`config.mk`:
```
export PLATFORM = sky130hd
export DESIGN_NAME = semaphore_table_fifo_waiters
export DESIGN_NICKNAME = d
export VERILOG_FILES = /design/src/rtl/stf_pkg.sv /design/src/rtl/stf_ram.sv /design/src/rtl/semaphore_table_fifo_waiters.sv
export SDC_FILE = /design/constraint.sdc
export NUM_CORES = 1
export LEC_CHECK = 0
export BUFFER_PORTS_ARGS = -buffer_cell sky130_fd_sc_hd__buf_2
export CORE_MARGIN = 2
export CORE_UTILIZATION = 55
export DETAILED_ROUTE_END_ITERATION = 8
export GPL_ROUTABILITY_DRIVEN = 1
export PLACE_DENSITY = 0.67
export SETUP_SLACK_MARGIN = 0.2
export SLEW_MARGIN = 0
export SYNTH_ARGS = -nofsm -noshare
export SYNTH_HDL_FRONTEND = slang
export SYNTH_HIERARCHICAL = 1
export SYNTH_SLANG_ARGS = --single-unit
```
`constraint.sdc`:
```
create_clock -name clk -period 11.85 [get_ports clk]
set_clock_uncertainty 0.15 [all_clocks]
set_input_delay 1.185 -clock clk [delete_from_list [all_inputs] [get_ports clk]]
set_output_delay 1.185 -clock clk [all_outputs]
set_load 0.03 [all_outputs]
```
`src/rtl/stf_pkg.sv`:
```
// Shared types and constants of the semaphore table with FIFO waiter queues.
// Used by semaphore_table_fifo_waiters; depends on nothing.
`default_nettype none

package stf_pkg;

  localparam int DEF_NUM_SEMS  = 16;
  localparam int DEF_NUM_PROCS = 16;

  localparam int ID_W   = 4;
  localparam int IVAL_W = 15;
  localparam int CNT_W  = 16;

  localparam logic signed [CNT_W-1:0] COUNT_MAX = 16'sd32767;

  typedef enum logic [1:0] {
    FUNC_INIT   = 2'd0,
    FUNC_WAIT   = 2'd1,
    FUNC_SIGNAL = 2'd2
  } func_t;

  typedef enum logic [1:0] {
    ST_OK      = 2'd0,
    ST_NO_FREE = 2'd1,
    ST_UNKNOWN = 2'd2,
    ST_FULL    = 2'd3
  } status_t;

  typedef struct packed {
    logic [1:0]        func;
    logic [ID_W-1:0]   proc_id;
    logic [ID_W-1:0]   sem_id;
    logic [IVAL_W-1:0] init_value;
  } stf_req_t;

  typedef struct packed {
    logic [1:0]      status;
    logic [ID_W-1:0] new_sem;
    logic            caller_blocks;
    logic            wake_valid;
    logic [ID_W-1:0] wake_proc;
  } stf_rsp_t;

endpackage

`default_nettype wire

```
`src/rtl/stf_ram.sv`:
```
// Simple dual-port synchronous RAM: one write port, one read port with
// registered read data. Depends on nothing.
`default_nettype none

module stf_ram #(
  parameter int AW    = 4,
  parameter int DEPTH = 16,
  parameter int WIDTH = 8
) (
  input  wire logic             clk,
  input  wire logic             we,
  input  wire logic [AW-1:0]    waddr,
  input  wire logic [WIDTH-1:0] wdata,
  input  wire logic             re,
  input  wire logic [AW-1:0]    raddr,
  output logic      [WIDTH-1:0] rdata
);

  logic [WIDTH-1:0] mem [0:DEPTH-1];

  always_ff @(posedge clk) begin
    if (we) begin
      mem[waddr] <= wdata;
    end
  end

  // Read data is held until the next read.
  always_ff @(posedge clk) begin
    if (re) begin
      rdata <= mem[raddr];
    end
  end

endmodule

`default_nettype wire

```
`src/rtl/semaphore_table_fifo_waiters.sv`:
```
// Top level of the counting semaphore table with per-entry FIFO waiter queues.
// Depends on stf_pkg and stf_ram.
`default_nettype none

// The block keeps NUM_SEMS counting semaphores, each with a FIFO of up to
// NUM_PROCS waiting processes, and answers every request with exactly one
// response. An init request takes the lowest free entry (entries are handed
// out in order and never freed, so this is simply an allocation counter),
// loads its count and empties its queue. A wait decrements the count; when
// no count is left, the caller is appended to the entry's queue and told to
// block, and a full queue is reported instead. A signal increments the count
// (saturating at 32767) or, when processes are queued, removes the oldest
// one and reports it to be woken. Requests naming an index that was never
// allocated are rejected with an unknown-semaphore status. The state lives
// in two synchronous RAMs: a semaphore table holding count, queue head and
// queue tail per entry, and a waiter RAM holding the queued process IDs.
// A request is accepted in the idle state, which reads the semaphore table;
// the execute state then modifies and writes the entry back and, but for a
// wake, loads the response register. The next request is accepted once the
// block is idle again. A signal that wakes a waiter passes through a wake
// state for the waiter RAM read, which loads its response. No clearing pass
// is needed after reset. A response waiting at the output does not keep the
// next request from being accepted and read; the block only holds its
// write-back, or on a wake its response, until the output register is free.

module semaphore_table_fifo_waiters #(
  parameter int NUM_SEMS  = stf_pkg::DEF_NUM_SEMS,
  parameter int NUM_PROCS = stf_pkg::DEF_NUM_PROCS
) (
  input  wire logic              clk,
  input  wire logic              rst_n,
  input  wire logic              in_valid,
  output logic                   in_ready,
  input  wire stf_pkg::stf_req_t in_data,
  output logic                   out_valid,
  input  wire logic              out_ready,
  output stf_pkg::stf_rsp_t      out_data
);

  import stf_pkg::*;

  localparam int SW      = (NUM_SEMS > 1) ? $clog2(NUM_SEMS) : 1;
  localparam int CW      = $clog2(NUM_SEMS + 1);
  localparam int PW      = $clog2(NUM_PROCS);
  localparam int IDW     = (SW > ID_W) ? SW : ID_W;
  localparam int ENT_W   = CNT_W + 2 * PW;
  localparam int RING_AW = SW + PW;
  localparam int RING_D  = NUM_SEMS * (2 ** PW);

  localparam logic signed [CNT_W-1:0] CNT_FLOOR = CNT_W'(-NUM_PROCS);
  localparam logic [PW-1:0]           PTR_LAST  = PW'(NUM_PROCS - 1);

  typedef enum logic [1:0] {
    S_IDLE,
    S_EXEC,
    S_WAKE
  } state_t;

  state_t            state_r;
  stf_req_t          req_r;
  logic [CW-1:0]     alloc_cnt_r;
  logic              out_valid_r;
  stf_rsp_t          out_data_r;

  // Semaphore table ports.
  logic              sem_we;
  logic [SW-1:0]     sem_waddr;
  logic [ENT_W-1:0]  sem_wdata;
  logic              sem_re;
  logic [SW-1:0]     sem_raddr;
  logic [ENT_W-1:0]  sem_rdata;

  // Waiter RAM ports.
  logic              ring_we;
  logic [RING_AW-1:0] ring_waddr;
  logic              ring_re;
  logic [RING_AW-1:0] ring_raddr;
  logic [ID_W-1:0]   ring_rdata;

  logic [IDW-1:0]    in_sid_ext;
  logic [IDW-1:0]    req_sid_ext;
  logic [SW-1:0]     req_sid;
  logic              sid_known;
  logic              slot_free;
  logic              commit;

  logic signed [CNT_W-1:0] cnt;
  logic [PW-1:0]     head;
  logic [PW-1:0]     tail;
  logic [PW-1:0]     head_nxt;
  logic [PW-1:0]     tail_nxt;

  logic              upd_we;
  logic [ENT_W-1:0]  upd_wdata;
  logic              upd_ring_we;
  logic              wake_path;
  logic              alloc_inc;
  stf_rsp_t          rsp_exec;
  stf_rsp_t          rsp_wake;
  logic              rsp_load;

  stf_ram #(
    .AW    (SW),
    .DEPTH (NUM_SEMS),
    .WIDTH (ENT_W)
  ) u_sem_table (
    .clk   (clk),
    .we    (sem_we),
    .waddr (sem_waddr),
    .wdata (sem_wdata),
    .re    (sem_re),
    .raddr (sem_raddr),
    .rdata (sem_rdata)
  );

  stf_ram #(
    .AW    (RING_AW),
    .DEPTH (RING_D),
    .WIDTH (ID_W)
  ) u_waiters (
    .clk   (clk),
    .we    (ring_we),
    .waddr (ring_waddr),
    .wdata (req_r.proc_id),
    .re    (ring_re),
    .raddr (ring_raddr),
    .rdata (ring_rdata)
  );

  assign in_ready  = (state_r == S_IDLE);
  assign out_valid = out_valid_r;
  assign out_data  = out_data_r;
  assign slot_free = !out_valid_r || out_ready;

  // The table is read at the accept edge, so the entry is ready in S_EXEC.
  assign in_sid_ext = IDW'(in_data.sem_id);
  assign sem_re     = in_valid && in_ready;
  assign sem_raddr  = in_sid_ext[SW-1:0];

  assign req_sid_ext = IDW'(req_r.sem_id);
  assign req_sid     = req_sid_ext[SW-1:0];
  // Entries are allocated in order, so an index is live exactly when it is
  // below the allocation count, which also covers indexes past the table.
  assign sid_known   = (32'(req_r.sem_id) < 32'(alloc_cnt_r));

  assign cnt  = sem_rdata[ENT_W-1 -: CNT_W];
  assign head = sem_rdata[2*PW-1 -: PW];
  assign tail = sem_rdata[PW-1:0];

  assign head_nxt = (head == PTR_LAST) ? '0 : head + PW'(1);
  assign tail_nxt = (tail == PTR_LAST) ? '0 : tail + PW'(1);

  always_comb begin
    upd_we      = 1'b0;
    upd_wdata   = sem_rdata;
    upd_ring_we = 1'b0;
    wake_path   = 1'b0;
    alloc_inc   = 1'b0;
    sem_waddr   = req_sid;
    rsp_exec    = '0;
    unique case (req_r.func)
      FUNC_INIT: begin
        if (alloc_cnt_r == CW'(NUM_SEMS)) begin
          rsp_exec.status = ST_NO_FREE;
        end else begin
          upd_we           = 1'b1;
          sem_waddr        = alloc_cnt_r[SW-1:0];
          upd_wdata        = {CNT_W'(req_r.init_value), {(2*PW){1'b0}}};
          alloc_inc        = 1'b1;
          rsp_exec.new_sem = ID_W'(alloc_cnt_r);
        end
      end
      FUNC_WAIT: begin
        if (!sid_known) begin
          rsp_exec.status = ST_UNKNOWN;
        end else if (cnt > 0) begin
          upd_we    = 1'b1;
          upd_wdata = {cnt - CNT_W'(1), head, tail};
        end else if (cnt <= CNT_FLOOR) begin
          rsp_exec.status = ST_FULL;
        end else begin
          upd_we                 = 1'b1;
          upd_ring_we            = 1'b1;
          upd_wdata              = {cnt - CNT_W'(1), head, tail_nxt};
          rsp_exec.caller_blocks = 1'b1;
        end
      end
      FUNC_SIGNAL: begin
        if (!sid_known) begin
          rsp_exec.status = ST_UNKNOWN;
        end else if (cnt < 0) begin
          // Oldest waiter is read from the waiter RAM in the next cycle.
          upd_we    = 1'b1;
          wake_path = 1'b1;
          upd_wdata = {cnt + CNT_W'(1), head_nxt, tail};
        end else if (cnt < COUNT_MAX) begin
          upd_we    = 1'b1;
          upd_wdata = {cnt + CNT_W'(1), head, tail};
        end
      end
      default: begin
      end
    endcase
  end

  // The wake response carries only the released process.
  always_comb begin
    rsp_wake            = '0;
    rsp_wake.wake_valid = 1'b1;
    rsp_wake.wake_proc  = ring_rdata;
  end

  // Write-back happens only when the response can be stored, except on the
  // wake path, which produces its response from the wake state.
  assign commit     = (state_r == S_EXEC) && (wake_path || slot_free);
  assign sem_we     = commit && upd_we;
  assign sem_wdata  = upd_wdata;
  assign ring_we    = commit && upd_ring_we;
  assign ring_waddr = {req_sid, tail};
  assign ring_re    = commit && wake_path;
  assign ring_raddr = {req_sid, head};

  // The response register is loaded at the end of execute, or of the wake
  // cycle when a waiter is released.
  assign rsp_load = (commit && !wake_path) || ((state_r == S_WAKE) && slot_free);

  always_ff @(posedge clk) begin
    if (!rst_n) begin
      state_r     <= S_IDLE;
      alloc_cnt_r <= '0;
      out_valid_r <= 1'b0;
    end else begin
      if (rsp_load) begin
        out_valid_r <= 1'b1;
        out_data_r  <= (state_r == S_WAKE) ? rsp_wake : rsp_exec;
      end else if (out_ready) begin
        out_valid_r <= 1'b0;
      end
      unique case (state_r)
        S_IDLE: begin
          if (in_valid) begin
            req_r   <= in_data;
            state_r <= S_EXEC;
          end
        end
        S_EXEC: begin
          if (commit) begin
            if (alloc_inc) begin
              alloc_cnt_r <= alloc_cnt_r + CW'(1);
            end
            if (wake_path) begin
              state_r <= S_WAKE;
            end else begin
              state_r <= S_IDLE;
            end
          end
        end
        S_WAKE: begin
          if (slot_free) begin
            state_r <= S_IDLE;
          end
        end
        default: begin
          state_r <= S_IDLE;
        end
      endcase
    end
  end

  // The allocation counter never passes the table size.
  a_alloc_bound: assert property (@(posedge clk) disable iff (!rst_n)
    32'(alloc_cnt_r) <= 32'(NUM_SEMS))
    else $error("allocation count beyond table size");

  // A response appears only after an execute or wake cycle.
  a_rsp_source: assert property (@(posedge clk) disable iff (!rst_n)
    $rose(out_valid_r) |-> ($past(state_r) == S_EXEC || $past(state_r) == S_WAKE))
    else $error("response produced outside execute or wake");

  // The wake cycle always follows a committed signal with waiters.
  a_wake_entry: assert property (@(posedge clk) disable iff (!rst_n)
    (state_r == S_WAKE && $past(state_r) != S_WAKE) |->
      ($past(state_r) == S_EXEC && $past(ring_re)))
    else $error("wake cycle without waiter read");

  // A request never both queues and dequeues a waiter.
  a_ring_excl: assert property (@(posedge clk) disable iff (!rst_n)
    !(ring_we && ring_re))
    else $error("waiter RAM read and write in one cycle");

  // A new request is read only when the previous one has left the table.
  a_accept_idle: assert property (@(posedge clk) disable iff (!rst_n)
    sem_re |-> !sem_we)
    else $error("table read overlaps a write-back");

endmodule

`default_nettype wire
```
# After elaboration in Yosys (flattened, before gate mapping)

Memory sizes are Yosys's and may differ from the RTL's. A register that Yosys moved wholly into a read port is not among the register bits.
Cells that the tools add are included.

Register bits after elaboration: 45
Bits in writable memories: 1,408
Word-level logic and storage cells: 100
Memories: 2

Memory list:

| name            | depth | bits a word | rd ports | clocked after Yosys merged registers in | write ports | RTL line      | text |
|---|---|---|---|---|---|---|---|
| u_waiters.mem   | 256   | 4           | 1        | 1                                       | 1           | stf_ram.sv:19 | `logic [WIDTH-1:0] mem [0:DEPTH-1];` |
| u_sem_table.mem | 16    | 24          | 1        | 1                                       | 1           | stf_ram.sv:19 |  |

$add $sub $neg: 5
Order comparisons: 5
Eq/ne operators: 10
Mux-type cells: 45
Bitwise gates (word level): 1
Reductions and logical operators: 20

Operators by type and width:

| kind                                                                              | number |
|---|---|
| 24-bit 2-to-1 mux                                                                 | 7 |
| 24-bit one-hot mux with 3 select lines                                            | 1 |
| 1-bit 2-to-1 mux                                                                  | 21 |
| 16-bit by 2-bit adder with 16-bit output, second input constant                   | 1 |
| 16-bit by 1-bit greater-than comparator with 1-bit output, second input constant  | 1 |
| 16-bit by 5-bit less-or-equal comparator with 1-bit output, second input constant | 1 |
| 16-bit by 1-bit less-than comparator with 1-bit output, second input constant     | 1 |
| 16-bit less-than comparator, second input constant                                | 1 |
| 2-bit 2-to-1 mux                                                                  | 8 |
| 4-bit 2-to-1 mux                                                                  | 4 |
| 16-bit by 2-bit subtractor with 16-bit output, second input constant              | 1 |
| 2-bit one-hot mux with 3 select lines                                             | 2 |
| 3-bit AND reduction                                                               | 3 |
| 4-bit by 1-bit adder with 4-bit output, second input constant                     | 2 |
| 4-bit equality test, second input constant                                        | 2 |
| 1-bit logical AND                                                                 | 7 |
| 2-bit != test, second input constant                                              | 3 |
| 5-bit by 1-bit adder with 5-bit output, second input constant                     | 1 |
| 5-bit equality test, second input constant                                        | 1 |
| 4-bit by 5-bit less-than comparator with 1-bit output                             | 1 |
| 5-bit 2-to-1 mux                                                                  | 1 |
| 2-bit by 1-bit equality test with 1-bit output, second input constant             | 2 |
| 2-bit equality test, second input constant                                        | 2 |
| 2-bit logical NOT                                                                 | 2 |
| 7 further kinds                                                                   | 10 |

# Logic depth before layout (Yosys ltp)

Gate-level depths: netlist of the first run.

Depth in word-level cells: 9
Depth in mapped cells: 13
Mapped depth without buffers: 10

# Modules after synthesis

Netlist of the first run, hierarchy kept.

By module, submodules not included:

| module                       | times used | cells an instance | area each (sq um) |
|---|---|---|---|
| stf_ram at u_waiters         | 1          | 2,051             | 40,715.3 |
| stf_ram at u_sem_table       | 1          | 636               | 15,170.8 |
| semaphore_table_fifo_waiters | 1          | 391               | 3,373.2 |

# Worst setup path before layout of the first run

No wires, ideal clock.

Path type: register to register
Start: reg req_r (netlist bit req_sid[2])
End: mem u_sem_table/mem[0][0] in the netlist's numbering, enable pin
Setup time: 0.435 ns
Data arrival time: 4.251 ns
Slack: 7.014 ns
Cell stages (with the launch flop): 11
Buffers on the path: 1
Clock period less this slack: 4.836 ns
Path through: edfxtp_1 -> ha_1 -> a21oi_1 -> o21ai_0 -> a21boi_0 -> buf_2 -> nand3_1 -> and3_1 -> nor2_1 -> or3b_2 -> nor3_1

Word-level cells in the longest chain between the ends: 8
Elaborated cells between the ends (all ways): 13

Ends and longest elaborated chain:

| element                                                   | RTL line                            | text |
|---|---|---|
| start: declaration                                        | semaphore_table_fifo_waiters.sv:60  | `stf_req_t req_r;` |
| start signal: assignment                                  | semaphore_table_fifo_waiters.sv:242 | `req_r <= in_data;` |
| 4-bit by 5-bit less-than comparator with 1-bit output (*) | semaphore_table_fifo_waiters.sv:144 | `assign sid_known = (32'(req_r.sem_id) < 32'(alloc_cnt_r));` |
| 1-bit 2-to-1 mux                                          | semaphore_table_fifo_waiters.sv:189 | `if (!sid_known) begin` |
| 1-bit 2-to-1 mux                                          | semaphore_table_fifo_waiters.sv:161 | `unique case (req_r.func)` |
| 1-bit logical OR                                          | semaphore_table_fifo_waiters.sv:215 | `assign commit = (state_r == S_EXEC) && (wake_path \|\| slot_free);` |
| 1-bit logical AND                                         | semaphore_table_fifo_waiters.sv:215 |  |
| 1-bit logical AND (*)                                     | semaphore_table_fifo_waiters.sv:216 | `assign sem_we = commit && upd_we;` |
| named net sem_we                                          | semaphore_table_fifo_waiters.sv:66  | `logic sem_we;` |
| 1-bit 2-to-1 mux (*)                                      | stf_ram.sv:22                       | `if (we) begin` |
| 1-bit 2-to-1 mux (not written as such) (*)                | stf_ram.sv:23                       | `mem[waddr] <= wdata;` |
| end: declaration                                          | stf_ram.sv:19                       |  |

Mark *: on every way through the listed nets, which the timed path passes. The rest lies on a longest branch.

# Worst setup path after layout of the first run

Start: reg req_r (netlist bit req_sid[2])
End: mem u_waiters/mem[142][1] in the netlist's numbering, enable pin

Word-level cells in the longest chain between the ends: 8
Elaborated cells between the ends (all ways): 10

Ends and longest elaborated chain:

| element                                                   | RTL line                            | text |
|---|---|---|
| 4-bit by 5-bit less-than comparator with 1-bit output (*) | semaphore_table_fifo_waiters.sv:144 |  |
| 1-bit 2-to-1 mux                                          | semaphore_table_fifo_waiters.sv:189 |  |
| 1-bit 2-to-1 mux                                          | semaphore_table_fifo_waiters.sv:161 |  |
| 1-bit logical OR                                          | semaphore_table_fifo_waiters.sv:215 |  |
| 1-bit logical AND                                         | semaphore_table_fifo_waiters.sv:215 |  |
| 1-bit logical AND (*)                                     | semaphore_table_fifo_waiters.sv:218 | `assign ring_we = commit && upd_ring_we;` |
| named net ring_we                                         | semaphore_table_fifo_waiters.sv:74  | `logic ring_we;` |
| 1-bit 2-to-1 mux (*)                                      | stf_ram.sv:22                       |  |
| 1-bit 2-to-1 mux (not written as such) (*)                | stf_ram.sv:23                       |  |
| end: declaration                                          | stf_ram.sv:19                       |  |

Marks and branches as above.

==> results of run 1 <==
## state kept, by name (all words and copies together) (netlist names), 2 cells and up
signal and cells:
u_waiters/rdata 4, out_data 12, u_sem_table/rdata 24, state_r 2
req_r 21, alloc_cnt_r 5, u_waiters/mem 1024, req_sid 4
u_sem_table/mem 384
## layout make-up
| class | instances | area [sq um] |
|---|---|---|
| repair buffers | 119 | 832 |
| flip-flops and latches | 1481 | 44400 |
| fillers | 7476 | 41300 |
| inverters | 16 | 60.1 |
| well taps | 1403 | 1760 |
| clock buffers | 200 | 4030 |
| clock inverters | 63 | 602 |
| multi-input cells | 1392 | 13900 |
## critical path, cell delays in order (launching register included)
cell and delay, ns:
sky130_fd_sc_hd__edfxtp_1 0.32, sky130_fd_sc_hd__buf_4 0.40, sky130_fd_sc_hd__ha_1 0.33, sky130_fd_sc_hd__a21oi_1 0.21, sky130_fd_sc_hd__o21ai_0 0.16, sky130_fd_sc_hd__a21boi_1 0.15
sky130_fd_sc_hd__buf_4 0.28, sky130_fd_sc_hd__nand4_1 0.43, sky130_fd_sc_hd__nor2_1 0.29, sky130_fd_sc_hd__buf_4 0.30, sky130_fd_sc_hd__nand4_1 0.76, sky130_fd_sc_hd__buf_4 0.51
sky130_fd_sc_hd__nor2_1 0.38
## cells in the final DEF (no fill, tap or decap), types with 10 or more instances in the layout
cell type	count
sky130_fd_sc_hd__nor2b_1	31
sky130_fd_sc_hd__buf_4	74
sky130_fd_sc_hd__a31oi_1	16
sky130_fd_sc_hd__nand2_1	128
sky130_fd_sc_hd__nor3_1	24
sky130_fd_sc_hd__inv_1	15
sky130_fd_sc_hd__a211oi_1	10
sky130_fd_sc_hd__o211ai_1	18
sky130_fd_sc_hd__nand3_1	53
sky130_fd_sc_hd__nor2_2	12
sky130_fd_sc_hd__mux4_2	346
sky130_fd_sc_hd__buf_2	41
sky130_fd_sc_hd__o22ai_1	10
sky130_fd_sc_hd__nand2b_1	22
sky130_fd_sc_hd__ha_1	10
sky130_fd_sc_hd__clkinv_2	14
sky130_fd_sc_hd__edfxtp_1	1473
sky130_fd_sc_hd__clkbuf_16	153
sky130_fd_sc_hd__and2_1	11
sky130_fd_sc_hd__nand4_1	25
sky130_fd_sc_hd__a22oi_1	81
sky130_fd_sc_hd__clkinv_1	28
sky130_fd_sc_hd__o21ai_0	33
sky130_fd_sc_hd__nor4_1	11
sky130_fd_sc_hd__clkbuf_1	45
sky130_fd_sc_hd__a21oi_1	26
sky130_fd_sc_hd__mux2i_1	68
sky130_fd_sc_hd__nor2_1	305
## routing by layer
| layer | GRT usage (%) | wire length (microns) |
|---|---|---|
| met1 | 37.9 | 57200 |
| met2 | 40.2 | 67200 |
| met3 | 5.03 | 13700 |
| met4 | 7.42 | 3420 |
| met5 | 0 | 2 |
## report_power, final
| group | leakage [nW] | switching, mW | internal, mW | total, mW |
|---|---|---|---|---|
| registers | 13.3 | 0.0242 | 5.78 | 5.81 |
| clock network | 2.24 | 1.90 | 2.58 | 4.48 |
| logic | 4.71 | 0.377 | 0.230 | 0.607 |
## cells by family (layout without fill, tap and decap cells)
group	after synthesis	in the layout	share of synthesized area, %
AO/OA/AOI/OAI	267	267	3.24
XOR/XNOR	13	13	0.192
adder cells (fa/ha/maj)	10	10	0.211
buffers and inverters	205	398	1.77
flip-flops	1481	1481	74.9
multiplexers	420	420	14.4
AND/OR/NAND/NOR	682	682	5.27
## how the worst max path moves through the flow
stage                           from                    end  slack, ns  depth (start not counted)
after floorplan           req_sid[2]  u_sem_table/mem[0][0]       7.01                         10
after global routing      req_sid[2]  u_waiters/mem[142][2]       6.60                         12
final                     req_sid[2]  u_waiters/mem[142][1]       6.76                         12
after detailed placement  req_sid[2]  u_waiters/mem[142][1]       6.85                         12
after global placement    req_sid[2]  u_waiters/mem[142][1]       7.03                         12
after CTS                 req_sid[2]  u_waiters/mem[142][1]       6.83                         12
==> results.md, run 1 <==
Run status:
- The flow ran to the end, and the final reports show no timing, DRC or antenna violations.

GRT:
- Entering global routing, the biggest net connects approximately 220 pins.
- The final global-route overflow total is 0.
- The number of antenna violations at the first check in global routing is 3.
- The first global-routing pass estimated about 210 mm of wire.
- The total routing resource utilization after global routing is 25.9%.
- The via count of the first global-routing pass came to 31.1k.

Finish:
- After routing the design area is around 0.066 sq mm.
- From synthesis to final layout, the design area changed by 10.7%.
- In the final layout, the share of cells above drive strength 1 is a little over a fifth.
- Cells fill between 60 and 70% of the core in the end.
- The number of antenna repair diodes is 0.
- The total number of nets in the final design is approximately 3.2k.
- Leaving out filler cells and counting taps, the final layout contains around 4.7k.

Synthesis:
- Counting flops and latches in the post-synthesis netlist gives between 1k and 1.5k.
- After synthesis, the largest area contributor takes up between 70% and 80% of total cell area.
- Of all flip-flops after synthesis, the portion carrying an async set or reset was 0%.
- In the synthesized netlist the dominant register cell turns out to be sky130_fd_sc_hd__edfxtp_1.
- The number of warnings issued by yosys is 6.
- The distinct cell type count after synthesis is 73.
- Sorting the synthesized cells by area gives the leading types as sky130_fd_sc_hd__edfxtp_1 (75%), sky130_fd_sc_hd__mux4_2 (13%), sky130_fd_sc_hd__nor2_1 (2.0%).
- The number of synthesized flops with an enable pin is approximately 1.5k.
- The average footprint of a synthesized cell is ~19 sq um.
- The number of nets in the synthesized netlist is 3117.
- The total standard cell area after synthesis is approximately 0.06 sq mm.
- After technology mapping, the gate count stands at around 3k.
- In the post-synthesis netlist, the cell with the most instances is sky130_fd_sc_hd__edfxtp_1.
- The synthesized design spends more area on one cell type than any other, namely sky130_fd_sc_hd__edfxtp_1.
- The share of synthesized area occupied by flip-flops and latches is about 75%.
- Sorting the synthesized cells by how often they occur yields sky130_fd_sc_hd__edfxtp_1 (1473), sky130_fd_sc_hd__mux4_2 (346), sky130_fd_sc_hd__nor2_1 (318).

Timing:
- The number of failing setup endpoints in the final timing report is 0.
- The share of the clock period used by the worst path is ~43%.
- The transition time at the pin with the least slew margin is between 1 and 1.5 ns.
- Headroom to the max-slew limit came out at 7.96%.
- The slack of the critical path is ~6.8 ns.
- The worst path in the final design needs a cycle of just over 5 ns, including I/O delays and setup.
- Summed over all failing endpoints, the final setup total negative slack is 0 ns.
- The top achievable clock speed is between 0.15 and 0.2 GHz.
- The number of max-slew violations in the final report is 0.
- The number of failing hold endpoints at the final stage is 0.
- Setup repair after global routing left no endpoint under its margin.
- The final hold slack is about 0.34 ns.

Critical path:
- The setup check on the worst reg-to-reg path leaves a slack of 6.76 ns.
- The signal arrival time at the worst endpoint is ~5.3 ns.
- The startpoint identified for the worst register-to-register timing path is req_sid[2].
- The maximum fanout along the worst path is 26.
- STA classifies the critical path startpoint as a flip-flop.
- The terminus of the critical flop-to-flop path is u_waiters/mem[142][1].
- By startpoint and endpoint, the worst setup path is classified as reg -> reg.
- The logic depth of the worst register-to-register path is 12.
- STA puts the critical path data required time at 12.08 ns.
- STA classifies the critical path endpoint as a flip-flop.

Die:
- From bottom edge to top edge, the die measures between 300 and 400 microns.
- between 40 and 50 I/O pins were placed.
- The core region is about 0.11 sq mm.
- The die covers around 0.11 sq mm.
- The number of rows created at floorplan is between 100 and 150.
- The starting density of the core is a little under three fifths.
- The die is roughly 330 microns wide.

Placed design:
- The post-placement worst setup slack is ~7 ns.
- The HPWL after detailed placement is ~85 mm.
- The cell count after placement is between 4k and 5k.
- After detailed placement, the total cell area comes to about 0.06 sq mm.
- During placement, the flow inserted port buffers numbering 42.
- The congestion estimate from routability-driven global placement came to about 0.88.

Route:
- The wire length reported by the detailed router is between 100 and 150 mm.
- The first routing iteration left 4180 violations.
- The first TritonRoute pass finished after 5 iterations.
- The total number of vias is between 30k and 40k.
- Dividing the detail-routed wire length by the instance count gives just over 30 microns.
- The detail route stage leaves a number of antenna-violating nets equal to 0.
- After detailed routing, the number of remaining DRC violations is 0.
- The vias per cell is between 6 and 7.

Job:
- Across the run, the number of max-cap violations was 0.

Clock network:
- The clock tree from TritonCTS is done.
- Counting the buffers created by CTS gives about 150.
- The hold buffer count at CTS is 0.
- Counting along the longest clock path gives a buffer depth of 3.
- Clock tree synthesis found a total of around 1.5k sinks.
- The number of setup buffers added after CTS is 0.
- CTS built an H-tree with a depth of 4.
- The clock root buffer is sky130_fd_sc_hd__clkbuf_16.
- The later pin in the worst-skew pair is clocked with a latency of ~0.75 ns.
- The post-CTS resize count is 0.
- The clock-pin slew reported for the worst setup and hold paths after clock tree synthesis is about 0.060 ns.

Pwr:
- The leakage power of the design is just over 20 nW.
- For this design the ratio of total power to cell area is ~170 mW/mm^2.
- The sum of internal, switching and leakage power is 10.9 mW.
- The worst voltage drop across the vdd grid is 0.133 mV.

Hold path:
- The path class of the tightest hold or removal check is reg -> reg.
- The path with the worst hold slack has its endpoint at state_r[0].
- The startpoint identified for the worst hold timing path is state_r[1].
- The hold-critical path depth is 1.
(Power assumes the default switching activity.)
==> run 2: changes to the inputs <==
Clock period 11.85 ns to 4.7 ns, I/O delays scaled along.
==> run 2 against run 1 <==
Sequential power increased to 2.5 times the previous value. Wire length decreased by 2.0%. First-iteration DRC count decreased by 7.9%. Total power increased to 2.5 times the previous value. Via count decreased by 0.44%. Fmax increased by 20%. Register-to-register slack got worse by 6.3 ns. Critical path type unchanged. Critical path depth decreased by 6. Final cell count increased by 1.3%. Die area unchanged.
==> results.md, run 2 (same netlist as run 1, synthesis figures left out) <==
GRT:
- The wire length of the first global-routing pass is 206 mm (-1.3%).
- The via count of the first global-routing pass is 31.2k (+0.039%).
- The final global-route overflow total is 0 (unchanged).
- The maximum number of pins on one net before global-route repair was 221 (unchanged).
- The number of antenna violations at the first check in global routing is 5 (+2).
- The total routing resource utilization after global routing was 25.4% (-0.43 points).

Die:
- The I/O pin total is 43 (unchanged).
- The core box area is 0.107 sq mm (unchanged).
- The starting density of the core came to 55.4% (unchanged).
- The number of rows created at floorplan is 120 (unchanged).
- The vertical die dimension came to 332 microns (unchanged).
- The die extent in x is 332 microns (unchanged).
- The die area was 0.110 sq mm (unchanged).

Pwr:
- The worst voltage drop across the vdd grid is 0.504 mV (+280%).
- The share of power burned in registers is 52.9% (-0.4 points).
- The leakage power of the design is 20.6 nW (+1.7%).
- The power per standard cell area was 418 mW/mm^2 (+150%).
- The internal portion of total power is 21.8 mW (+150%).
- The share of power burned in the clock network was 41.4% (+0.3 points).
- The net switching power figure is 5.94 mW (+160%).
- The share of total power in combinational logic is 5.8% (+0.2 points).
- The switching portion of total power is 21.4% (+0.34 points).

Finish:
- The library cell used most frequently in the layout, excluding fill and tap cells, is sky130_fd_sc_hd__edfxtp_1.
- The register with the most flip-flops in the final layout is u_waiters/mem.
- In the layout the commonest cells are sky130_fd_sc_hd__edfxtp_1 (1473), sky130_fd_sc_hd__mux4_2 (346), sky130_fd_sc_hd__nor2_1 (303).
- The largest registers in the layout are u_waiters/mem (1024), u_sem_table/mem (384), u_sem_table/rdata (24).
- The fraction of layout instances using a drive strength above 1 is 22.3% (+0.71 points).
- The total number of nets in the final design was 3250 (+1.6%).
- From synthesis to final layout, the design area changed by 12.0%.
- The number of inserted filler cells in the final layout came to 7412 (-0.86%).
- The number of flip-flops in the largest register is 1024 (unchanged).

Critical path:
- The maximum fanout along the worst path is 24 (-7.7%).
- The critical path's largest stage delay was 0.72 ns (-0.04 ns).
- The signal on the critical path passes through nor2_1 -> nand2_1 -> and3_1 -> nor2_1 -> or3b_2 -> nor2_4.
- STA classifies the critical path startpoint as a flip-flop.
- The slowest stage of the critical path is the sky130_fd_sc_hd__edfxtp_1 cell.
- The worst endpoint required time is 4.91 ns (-7.17 ns).
- The critical path in this run is classified as reg -> reg.
- The worst setup path is captured at a flip-flop.
- The signal arrival time at the worst endpoint is 4.45 ns (-0.87 ns).
- The register-to-register path setup slack is 0.46 ns (-6.30 ns).
- By instance count, the cell type seen most on the critical path is sky130_fd_sc_hd__nor2_1.

Timing:
- The final hold slack is 0.0374 ns (-0.299 ns).
- The normalized max-slew margin came to 12.2% (+4.2 points).
- The sum of negative setup slack is 0 ns (unchanged).
- The number of max-slew violations in the final report is 0 (unchanged).
- The slack of the critical path is 0.458 ns (-6.30 ns).
- The top achievable clock speed came to 0.236 GHz (+20%).
- Setup repair after global routing left no endpoint under its margin.
- The number of failing hold endpoints at the final stage is 0 (unchanged).
- The transition time at the pin with the least slew margin is 1.32 ns (-0.0287 ns).
- The number of failing setup endpoints in the final timing report is 0 (unchanged).
- The share of the clock period used by the worst path was 90.3% (+47 points).
- The time the worst path needs with I/O delays and setup is 4.24 ns (-0.847 ns).

Run status:
- The run finished with clean final reports.

Placed design:
- The number of port buffers is 42 (unchanged).
- The final weighted congestion of routability-driven global placement came to 0.912 (+3.3%).
- The HPWL after detailed placement came to 84.8 mm (about the same).
- The post-placement worst setup slack came to 0.201 ns (-6.65 ns).

Clock network:
- The maximum clock path buffer count is 3 (unchanged).
- The later-pin clock latency in the skew report is 0.76 ns (about the same).
- The clock-pin slew reported for the worst setup and hold paths after clock tree synthesis is 0.06 ns (about the same).
- The number of clock sinks is 1481 (unchanged).
- The maximum level of the CTS H-tree was 4 (unchanged).
- The number of buffers added by the clock tree synthesis step was 150 (+0.67%).
- TritonCTS built the clock tree.
- The clock root buffer is sky130_fd_sc_hd__clkbuf_16.

Route:
- The number of remaining DRC errors is 0 (unchanged).
- The remaining antenna violation count is 0 (unchanged).
- The vias per cell is 6.49 (-1.7%).
- The number of design-rule violations left by the first detailed-router iteration is 3848 (-7.9%).
- The number of optimization iterations in the first detailed-route pass is 5 (unchanged).
- The mean routed wirelength per cell is 29.3 microns (-3.3%).
- The total number of vias came to 30.7k (-0.44%).
- The wire length reported by the detailed router came to 139 mm (-2.0%).

Hold path:
- The path class of the tightest hold or removal check is in -> reg.

Job:
- The max-cap check violation count is 0 (unchanged).
==> run 2: metrics by stage <==
step	power, mW	area, sq um	cells	util (%)
6_report	27.7	66300	4734	62.1
5_1_grt	28.5	66300	4732	62.1
4_1_cts	27.9	66300	4732	62.0
3_5_place_dp	16.5	61300	4435	57.3
3_3_place_gp	16.5	61300	4435	57.3
2_1_floorplan	16.0	59300	3078	-
==> run 2: worst max-delay path: cells and delay by family, from the launching register on <==
kind | cells | cell delay [ns]
DFF | 1 | 0.72
and+or+nand+nor | 6 | 2.94
==> run 2: repair_timing <==
action | CTS | global route
buffers inserted | 2 | 0
hold endpoints to repair | 31 | 0
endpoints found under the setup margin | 34 | 124
cloned | 0 | 0
resized for setup | 0 | 4
hold buffers | 25 | 0
==> run 2: path summary, 6_finish.rpt <==
kind	to	depth (start not counted)	start
min	req_sid[0]	1	in_data[15]
max reg2reg	u_sem_table/mem[3][2]	6	req_r[24]
max	u_sem_table/mem[3][2]	6	req_r[24]
min reg2reg	state_r[0]	1	state_r[1]
==> run 2: cell type report <==
type	count	area (sq um)	area share, %
diodes	2	5.00	0.00754
multi-input cells	1392	13900	21.0
well taps	1403	1760	2.65
flip-flops and latches	1481	44400	66.9
clock inverters	81	797	1.20
repair buffers	170	1430	2.16
clock buffers	189	3960	5.97
inverters	16	60.1	0.0905
==> run 2: layer usage <==
layer	wire length [microns]	GRT usage [%]	vias to the layer above
met2	66100	39.4	1552
li1	-	-	12900
met4	3080	7.24	4
met3	12900	4.95	227
met1	56600	37.4	16100
met5	23	0	-
==> run 2: power by group through the flow <==
| stage | registers [mW] | logic (mW) | clock network, mW |
|---|---|---|---|
| after floorplan | 15.0 | 1.04 | 0 |
| after global placement | 14.9 | 1.56 | 0 |
| after detailed placement | 14.9 | 1.59 | 0 |
| after CTS | 14.6 | 1.61 | 11.6 |
| after global routing | 14.6 | 1.71 | 12.2 |
| final | 14.7 | 1.60 | 11.5 |
